### src/lpe_pkg.sv
// shared types, opcodes and constants of the linear program evaluator
// no dependencies
package lpe_pkg;

  localparam int unsigned PROGRAM_BITS          = 56;
  localparam int unsigned SLOT_BITS             = 7;
  localparam int unsigned LENGTH_BITS           = 4;
  localparam int unsigned FIELD_BITS            = 8;
  localparam int unsigned REG_COUNT             = 4;
  localparam int unsigned PROGRAM_SLOTS_DEFAULT = 8;
  localparam int unsigned VALUE_BITS_DEFAULT    = 8;

  typedef enum logic [2:0] {
    OP_ADD    = 3'd0,
    OP_SUB    = 3'd1,
    OP_JMPIFZ = 3'd2,
    OP_LDIM   = 3'd3,
    OP_SHL    = 3'd4,
    OP_SHR    = 3'd5,
    OP_NOP    = 3'd6,
    OP_HALT   = 3'd7
  } lpe_op_e;

  typedef struct packed {
    logic [PROGRAM_BITS-1:0]      program_req;
    logic [LENGTH_BITS-1:0]       length;
    logic signed [FIELD_BITS-1:0] const_zero;
    logic signed [FIELD_BITS-1:0] const_one;
    logic signed [FIELD_BITS-1:0] const_two;
    logic signed [FIELD_BITS-1:0] const_three;
    logic signed [FIELD_BITS-1:0] input_a;
    logic signed [FIELD_BITS-1:0] input_b;
    logic signed [FIELD_BITS-1:0] expected;
  } lpe_req_t;

  typedef struct packed {
    logic signed [FIELD_BITS-1:0] result;
    logic [FIELD_BITS-1:0]        abs_error;
    logic                         halted;
  } lpe_rsp_t;

  // per-stage control that travels down the slot pipeline
  typedef struct packed {
    logic                   valid;
    logic                   halted;
    logic [LENGTH_BITS-1:0] length;
  } lpe_ctrl_t;

endpackage

### src/lpe_slot.sv
// one pipeline stage that executes one instruction slot of the program
// depends on lpe_pkg
module lpe_slot #(
  parameter int unsigned VALUE_BITS = lpe_pkg::VALUE_BITS_DEFAULT,
  parameter int unsigned SLOT_INDEX = 0
) (
  input  logic                                           clk_i,
  input  logic                                           rst_ni,
  input  lpe_pkg::lpe_ctrl_t                             ctrl_i,
  input  logic [lpe_pkg::PROGRAM_BITS-1:0]               program_i,
  input  logic [lpe_pkg::REG_COUNT-1:0][VALUE_BITS-1:0]  regs_i,
  input  logic [lpe_pkg::REG_COUNT-1:0][VALUE_BITS-1:0]  consts_i,
  input  logic [lpe_pkg::FIELD_BITS-1:0]                 expected_i,
  output lpe_pkg::lpe_ctrl_t                             ctrl_o,
  output logic [lpe_pkg::PROGRAM_BITS-1:0]               program_o,
  output logic [lpe_pkg::REG_COUNT-1:0][VALUE_BITS-1:0]  regs_o,
  output logic [lpe_pkg::REG_COUNT-1:0][VALUE_BITS-1:0]  consts_o,
  output logic [lpe_pkg::FIELD_BITS-1:0]                 expected_o
);
  import lpe_pkg::*;

  localparam bit SlotInField = ((SLOT_INDEX + 1) * SLOT_BITS) <= PROGRAM_BITS;

  logic [SLOT_BITS-1:0] word;
  lpe_op_e              op;
  logic [1:0]           dst;
  logic [1:0]           src;
  logic                 active;

  lpe_ctrl_t                                ctrl_d, ctrl_q;
  logic [REG_COUNT-1:0][VALUE_BITS-1:0]     regs_d, regs_q;
  logic [PROGRAM_BITS-1:0]                  program_q;
  logic [REG_COUNT-1:0][VALUE_BITS-1:0]     consts_q;
  logic [FIELD_BITS-1:0]                    expected_q;

  // slots above the program field read as all zero
  generate
    if (SlotInField) begin : g_slot
      assign word = program_i[SLOT_INDEX*SLOT_BITS +: SLOT_BITS];
    end else begin : g_blank
      assign word = '0;
    end
  endgenerate

  assign op     = lpe_op_e'(word[2:0]);
  assign dst    = word[4:3];
  assign src    = word[6:5];
  assign active = ctrl_i.valid && !ctrl_i.halted &&
                  (LENGTH_BITS'(SLOT_INDEX) < ctrl_i.length);

  always_comb begin
    regs_d = regs_i;
    ctrl_d = ctrl_i;
    if (active) begin
      unique case (op)
        OP_ADD:    regs_d[dst] = regs_i[dst] + regs_i[src];
        OP_SUB:    regs_d[dst] = regs_i[dst] - regs_i[src];
        OP_LDIM:   regs_d[dst] = consts_i[src];
        OP_SHL:    regs_d[dst] = {regs_i[dst][VALUE_BITS-2:0], 1'b0};
        OP_SHR:    regs_d[dst] = $signed(regs_i[dst]) >>> 1;
        // halt value moves to register 0, later slots stay idle
        OP_HALT: begin
          regs_d[0]     = regs_i[dst];
          ctrl_d.halted = 1'b1;
        end
        OP_JMPIFZ: regs_d = regs_i;
        OP_NOP:    regs_d = regs_i;
      endcase
    end
  end

  always_ff @(posedge clk_i or negedge rst_ni) begin
    if (!rst_ni) begin
      ctrl_q <= '0;
    end else begin
      ctrl_q <= ctrl_d;
    end
  end

  always_ff @(posedge clk_i) begin
    regs_q     <= regs_d;
    program_q  <= program_i;
    consts_q   <= consts_i;
    expected_q <= expected_i;
  end

  assign ctrl_o     = ctrl_q;
  assign program_o  = program_q;
  assign regs_o     = regs_q;
  assign consts_o   = consts_q;
  assign expected_o = expected_q;

endmodule

### src/linear_program_evaluator.sv
// top level of the linear program evaluator: slot pipeline plus error stages
// depends on lpe_pkg and lpe_slot
//
//   channel   handshake        payload          direction
//   request   start / busy     req_i (beat)     in
//   response  done_o strobe    rsp_o (beat)     out
//
// one request beat is taken in every cycle; busy stays low
// there is one register stage per instruction slot, then a subtract stage
// and an absolute value / saturate stage
// the response is shown for exactly one cycle with done_o and is not held
// reset clears the valid bits of every stage; data registers are not reset
module linear_program_evaluator #(
  parameter int unsigned PROGRAM_SLOTS = lpe_pkg::PROGRAM_SLOTS_DEFAULT,
  parameter int unsigned VALUE_BITS    = lpe_pkg::VALUE_BITS_DEFAULT
) (
  input  logic              clk_i,
  input  logic              rst_ni,
  input  logic              start,
  output logic              busy,
  input  lpe_pkg::lpe_req_t req_i,
  output logic              done_o,
  output lpe_pkg::lpe_rsp_t rsp_o
);
  import lpe_pkg::*;

  // wide enough for the difference of a value and an 8-bit expected value
  localparam int unsigned DiffBits = ((VALUE_BITS > FIELD_BITS) ? VALUE_BITS : FIELD_BITS) + 1;

  // stage k feeds slot k; entry PROGRAM_SLOTS is the last slot's output
  lpe_ctrl_t                               ctrl     [PROGRAM_SLOTS+1];
  logic [PROGRAM_BITS-1:0]                 prog     [PROGRAM_SLOTS+1];
  logic [REG_COUNT-1:0][VALUE_BITS-1:0]    regs     [PROGRAM_SLOTS+1];
  logic [REG_COUNT-1:0][VALUE_BITS-1:0]    consts   [PROGRAM_SLOTS+1];
  logic [FIELD_BITS-1:0]                   expected [PROGRAM_SLOTS+1];

  // subtract stage
  logic                          diff_valid_q;
  logic                          diff_halted_q;
  logic signed [DiffBits-1:0]    diff_d, diff_q;
  logic signed [FIELD_BITS-1:0]  result_q;

  // output stage
  logic [DiffBits-1:0]  magnitude;
  logic                 done_q;
  lpe_rsp_t             rsp_d, rsp_q;

  // the pipeline never stalls
  assign busy = 1'b0;

  // entry: fields wrap to the value width, registers 2 and 3 start at zero
  assign ctrl[0].valid  = start && !busy;
  assign ctrl[0].halted = 1'b0;
  assign ctrl[0].length = req_i.length;
  assign prog[0]        = req_i.program_req;
  assign expected[0]    = req_i.expected;
  assign regs[0][0]     = VALUE_BITS'(req_i.input_a);
  assign regs[0][1]     = VALUE_BITS'(req_i.input_b);
  assign regs[0][2]     = '0;
  assign regs[0][3]     = '0;
  assign consts[0][0]   = VALUE_BITS'(req_i.const_zero);
  assign consts[0][1]   = VALUE_BITS'(req_i.const_one);
  assign consts[0][2]   = VALUE_BITS'(req_i.const_two);
  assign consts[0][3]   = VALUE_BITS'(req_i.const_three);

  // one stage per slot; a length above the slot count simply runs every slot
  generate
    for (genvar k = 0; k < PROGRAM_SLOTS; k++) begin : g_slots
      lpe_slot #(
        .VALUE_BITS (VALUE_BITS),
        .SLOT_INDEX (k)
      ) u_slot (
        .clk_i      (clk_i),
        .rst_ni     (rst_ni),
        .ctrl_i     (ctrl[k]),
        .program_i  (prog[k]),
        .regs_i     (regs[k]),
        .consts_i   (consts[k]),
        .expected_i (expected[k]),
        .ctrl_o     (ctrl[k+1]),
        .program_o  (prog[k+1]),
        .regs_o     (regs[k+1]),
        .consts_o   (consts[k+1]),
        .expected_o (expected[k+1])
      );
    end
  endgenerate

  // register 0 holds the returned value, whether halted or run off the end
  assign diff_d = DiffBits'($signed(regs[PROGRAM_SLOTS][0]))
                - DiffBits'($signed(expected[PROGRAM_SLOTS]));

  always_ff @(posedge clk_i or negedge rst_ni) begin
    if (!rst_ni) begin
      diff_valid_q <= 1'b0;
      done_q       <= 1'b0;
    end else begin
      diff_valid_q <= ctrl[PROGRAM_SLOTS].valid;
      done_q       <= diff_valid_q;
    end
  end

  always_ff @(posedge clk_i) begin
    diff_q        <= diff_d;
    diff_halted_q <= ctrl[PROGRAM_SLOTS].halted;
    result_q      <= FIELD_BITS'($signed(regs[PROGRAM_SLOTS][0]));
  end

  // absolute value, saturated to the 8-bit error field
  assign magnitude = diff_q[DiffBits-1] ? DiffBits'(-diff_q) : DiffBits'(diff_q);

  always_comb begin
    rsp_d.result = result_q;
    rsp_d.halted = diff_halted_q;
    if (|magnitude[DiffBits-1:FIELD_BITS]) begin
      rsp_d.abs_error = '1;
    end else begin
      rsp_d.abs_error = magnitude[FIELD_BITS-1:0];
    end
  end

  always_ff @(posedge clk_i) begin
    rsp_q <= rsp_d;
  end

  assign done_o = done_q;
  assign rsp_o  = rsp_q;

endmodule

### config.mk
export PLATFORM = sky130hd
export DESIGN_NAME = linear_program_evaluator
export DESIGN_NICKNAME = d
export VERILOG_FILES = /design/src/lpe_pkg.sv /design/src/lpe_slot.sv /design/src/linear_program_evaluator.sv
export SDC_FILE = /design/constraint.sdc
export NUM_CORES = 2
export LEC_CHECK = 0
export BUFFER_PORTS_ARGS = -buffer_cell sky130_fd_sc_hd__buf_2
export CAP_MARGIN = 20
export CELL_PAD_IN_SITES_DETAIL_PLACEMENT = 1
export CELL_PAD_IN_SITES_GLOBAL_PLACEMENT = 2
export CORE_ASPECT_RATIO = 1.2
export CORE_UTILIZATION = 43
export DETAILED_ROUTE_END_ITERATION = 10
export GPL_TIMING_DRIVEN = 0
export PLACE_DENSITY = 0.91
export SLEW_MARGIN = 20
export SYNTH_ARGS = -nofsm -noshare
export SYNTH_HDL_FRONTEND = slang
export SYNTH_SLANG_ARGS = --single-unit
export TNS_END_PERCENT = 100
### constraint.sdc
create_clock -name clk_i -period 10.8 [get_ports clk_i]
set_input_delay 0.54 -clock clk_i [delete_from_list [all_inputs] [get_ports clk_i]]
set_output_delay 0.54 -clock clk_i [all_outputs]
set_load 0.005 [all_outputs]
==> Yosys cells after proc, flatten, opt, wreduce, memory -nomap -nowiden <==
Cells that the tools add are included.
{ "word_totals": {"register_bits": 993, "inputBits": 119, "out_inout_bits": 19, "elab_cells": 399} }
{ "op_classes": {"n_addsub": 18, "n_lt_le_gt_ge": 32, "eq_ne": 56, "n_mux": 144, "n_reduce_logical": 46} }
{ "op_table": {"columns": ["op", "count"], "rows": [
  ["$bwmux 32", 40],
  ["$pmux 24 s5", 7],
  ["$pmux 8 s7", 8],
  ["$bmux 8 s2", 24],
  ["$mux 8", 33],
  ["$mux 32", 6],
  ["$demux 8 s2", 8],
  ["$eq 3x3->1 const B", 32],
  ["$add 8x8->8", 8],
  ["$sub 8x8->8", 8],
  ["$eq 3x2->1 const B", 16],
  ["$lt 2x3->1 const B", 16],
  ["$eq 3x1->1 const B", 8],
  ["$logic_not 3->1", 8],
  ["$logic_and 1x1->1", 23],
  ["$ge 2x1->1 const B", 8],
  ["$lt 3x4->1 const A", 4],
  ["$mux 1", 16],
  ["$mux 16", 1],
  ["$reduce_or 2->1", 8],
  ["$mux 9", 1],
  ["$neg 9->9", 1],
  ["$sub 8x8->9", 1],
  ["$lt 1x4->1 const A", 2],
  ["other kinds (2)", 9]
]} }

==> Depth between registers and ports, before layout <==
{ "logic_depth": {"word_depth": 7, "depth_mapped": 15, "ltp_nobuf": 14} }

==> Hierarchy <==
From an unflattened synthesis, not the netlist that was laid out.
{ "unflattened": {"hier_cells": 4955, "hier_area_um2": 49132.1} }
{ "modules_own_cells": {"columns": ["mod", "n_inst", "cells_each", "area_each_um2"], "rows": [
  ["lpe_slot (g_slots[5].u_slot)", 1, 631, 6178.4],
  ["lpe_slot (g_slots[1].u_slot)", 1, 624, 6143.4],
  ["lpe_slot (g_slots[0].u_slot)", 1, 623, 6049.6],
  ["lpe_slot (g_slots[2].u_slot)", 1, 601, 5989.5],
  ["lpe_slot (g_slots[7].u_slot)", 1, 612, 5953.2],
  ["lpe_slot (g_slots[3].u_slot)", 1, 602, 5925.7],
  ["lpe_slot (g_slots[6].u_slot)", 1, 562, 5795.6],
  ["lpe_slot (g_slots[4].u_slot)", 1, 563, 5714.2],
  ["linear_program_evaluator", 1, 137, 1382.6]
]} }

==> Least setup slack after synthesis <==
OpenSTA, ideal clock, no wires.
{ "synth_path": {"path_type": "flip-flop to flip-flop", "from": "reg g_slots[1].u_slot.program_q[19]", "to": "reg g_slots[2].u_slot.regs_q, in the netlist g_slots[2].u_slot.regs_o[30]", "setup_ns": 0.122, "arrival_ns": 3.380, "slack_ns": 7.298, "stages_incl_launch_ff": 13, "path_cell_list": "dfxtp_1 buf_2 buf_2 mux4_2 ha_1 fa_1 nor2b_1 o21bai_1 a21oi_1 mux2i_1 a211oi_1 nand2_1 o32a_1"} }
{ "synth_rtl": {"columns": ["item", "line_no", "rtl"], "rows": [
  ["start, declared", "lpe_slot.sv:32", "logic [PROGRAM_BITS-1:0] program_q;"],
  ["start signal, assigned", "lpe_slot.sv:82", "program_q <= program_i;"],
  ["end signal, assigned", "lpe_slot.sv:81", "regs_q <= regs_d;"],
  ["end, declared", "lpe_slot.sv:31", "logic [REG_COUNT-1:0][VALUE_BITS-1:0] regs_d, regs_q;"]
]} }

==> impl_results.md <==
* GRT Util Overall at between 30% and 40%
* Slew headroom at 25.3%
* Met1 Usage GRT at 40.9%
* Clk buf depth at 3
* Gpl congestion at between 1 and 1.5
* Crit path launch: g_slots[1].u_slot.program_o[17]
* Nets at slightly below 5000
* Met3 GRT Util at between 4 and 5%
* Total wire length at 168 mm
* Worst-path clk slew at 0.06 ns
* Chip height at 335 um
* CTS buffer count at 80
* H-Tree Depth at 3
* Area grow syn2layout at 15.0%
* Synthesis Warnings at 0
* Maxcap violations at 0
* Crit Path Class: flop to flop
* Clock Skews at around 0.047 ns
* Synth unique cells at 86
* Share of cells above drive strength 1 at about an eighth
* Post-route ant nets at 0
* Most frequent cells in the layout: 751 x dfxtp_1, 435 x nor2_1, 397 x a21oi_1
* Worst-Skew Late Latency at roughly 0.68 ns
* Synth Cell Area at ~40000 um^2
* Max Fanout on Critical Path at 10
* Wire per inst at 28.5 um
* RSZ-0062 raised after global routing: no
* # setup viols final at 0
* Pre-CTS WS at 6.04 ns
* Hold Path Cell Cnt at 1
* Leakage at about 0.018 uW
* GRT overflow at 0
* CTS tree: done
* Period minus WS final at between 4 and 5 ns
* Post-CTS Setup Bufs at 0
* Die ar. at 93800 um^2
* DP Wirelength at 127 mm
* First-pass GRT wire length at roughly 250 mm
* DRT iter0 DRCs at approximately 3800
* Synthesized Nets at roughly 4600
* Final worst-path cycle share at 45.1%
* TritonRoute pass-1 iters at 8
* PD cells at roughly 200 nW/um^2
* Async set-or-reset flop fraction in the synthesized netlist at about 5.4%
* Crit end category: flop
* #FFs+latches synth at 794
* Root Buffer: clkbuf_16
* Post-Place Cell Area at between 40000 and 50000 um^2
* Setup TNS Final at 0 ns
* HP Class: primary input to flop
* Number of global-route vias before repair at 38132
* Grt peak-use layer: met2
* Design area at about 46000 um^2
* Commonest non-fill, non-tap cell in the layout: dfxtp_1
* Crit path required time at 11.34 ns
* FP Rows at between 100 and 150
* Largest net degree at the start of global routing at 44
* DRC at 0
* Syn avg cell area at between 9 and 10 um^2
* Top_reg_cell synth: dfxtp_1
* CP Data Arrival Time at about 5.4 ns
* Die W at approximately 280 um
* Number of synthesized flops with an enable pin at 0
* Reg2reg path depth at 13
* Initial antenna violation count at 2
* PostCTS Resize Cnt at 0
* Core area at approximately 91000 um^2
* Fmax at just over 200 MHz
* Max Slew Vio Count at 0
* Ports at between 100 and 150
* Vias at approximately 38000
* Crit start category: flop
* Worst hold endpoint: g_slots[0].u_slot.consts_o[30]
* Seq/Total Area, Yosys at between 40% and 50%
* Post-route setup slack at 5.93 ns
* Met2 usage at 60.8%
* Worst reg-to-reg setup slack at 5.93 ns
* Cells after synthesis at approximately 4300
* Status: finished, final reports clean
* Hold path startpoint: req_i[30]
* Clk sinks at a little under 800
* Hold-fix buffer count after cts at between 80 and 90
* Starting Density at 43.7%
* Final Hold Fails at 0
* RR Endpoint: g_slots[2].u_slot.regs_o[30]
* FF-to-FF Start: g_slots[1].u_slot.program_o[17]
* Vias per inst at around 6.4
* Worst vdd ir at between 100 and 150 uV
* IO Port Bufs at 134
* Worst-Margin Slew at 1.11 ns
==> critical path, cell delays in order (launching register included) <==
cell and delay, ns:
dfxtp_1 0.53, clkbuf_1 0.56, clkbuf_1 0.41, nor2_1 0.09, a21oi_1 0.60, ha_1 0.36
clkbuf_1 0.21, nor2b_1 0.26, o21bai_1 0.13, a21oi_1 0.20, mux2i_1 0.11, a211oi_1 0.65
nand2_1 0.21, o32a_1 0.41
==> cell families (layout without fill, tap and decap cells) <==
family / count (synthesis) / after routing / share of synthesized area, %
simple gates: 1196 / 1196 / 13.7
flops: 794 / 794 / 40.5
fa+ha+maj: 145 / 145 / 4.88
other cells: 1 / 3 / 0.00943
xor+xnor: 96 / 96 / 2.11
mux: 305 / 305 / 12.9
compound gates: 1334 / 1334 / 21.6
buf+inv: 440 / 809 / 4.35
==> how the worst max path moves through the flow <==
stage,endpoint,cells past startpoint
3_5_place_dp,g_slots[1].u_slot.regs_o[6],11
4_1_cts,g_slots[1].u_slot.regs_o[6],11
6_report,g_slots[2].u_slot.regs_o[30],13
5_1_grt,g_slots[2].u_slot.regs_o[30],13
3_3_place_gp,g_slots[1].u_slot.regs_o[6],11
2_1_floorplan,g_slots[2].u_slot.regs_o[30],12
==> state kept, by name, indices dropped and copies added (netlist names) <==
name,cells
diff_halted_q,1
rsp_o,17
g_slots.u_slot.ctrl_o,41
diff_q,9
g_slots.u_slot.regs_o,232
result_q,8
g_slots.u_slot.program_o,196
done_o,1
diff_valid_q,1
g_slots.u_slot.expected_o,64
g_slots.u_slot.consts_o,224
==> final cells by class <==
class,instances,area [um^2]
Timing Repair Buffer,219,1520
Buffer,286,1150
Antenna cell,2,5.00
Fill cell,10551,45400
Clock inverter,49,686
Tap cell,1230,1540
Multi-Input combinational cell,3077,22000
Sequential cell,794,16100
Inverter,154,578
Clock buffer,101,2200
==> power breakdown <==
group / leakage [uW] / internal, uW / switching (uW)
clock: 0.00140 / 1710 / 1270
sequential: 0.00682 / 3230 / 359
combinational: 0.00966 / 972 / 1570
total: 0.0179 / 5910 / 3200
==> synthesized netlist by cell type (43+ instances only) <==
cell | n | area share [%]
a22oi_1 | 47 | 0.89
o21ai_0 | 286 | 3.6
a31oi_1 | 82 | 1.3
mux2_2 | 43 | 1.2
ha_1 | 128 | 4.0
dfrtp_1 | 43 | 2.7
mux2i_1 | 102 | 2.6
nand2_1 | 340 | 3.2
nor2_1 | 435 | 4.1
clkbuf_1 | 214 | 2.0
a21oi_1 | 397 | 5.0
nand2b_1 | 72 | 1.1
o22ai_1 | 47 | 0.74
mux4_2 | 153 | 8.7
nor2b_1 | 67 | 1.1
dfxtp_1 | 751 | 38
inv_1 | 147 | 1.4
nand3_1 | 70 | 0.88
nor3_1 | 61 | 0.77
a221oi_1 | 46 | 1.0
xnor2_1 | 58 | 1.3
==> stage by stage <==
stage	total power, uW	std cells	hold WS, ns	utilization, %
floorplan	5120	4311	0.244	-
global placement	6020	5675	0.310	46.1
detailed placement	6070	5678	0.313	46.1
CTS	9080	5909	0.00212	50.2
global route	9470	5910	0.00973	50.2
finish	9110	5912	0.0246	50.2
==> routing by layer <==
layer	up-vias	wire length [um]
met2	2042	81700
li1	16411	-
met1	18531	61800
met4	2	13600
met5	-	13
met3	607	11300
(Power assumes the default switching activity.)
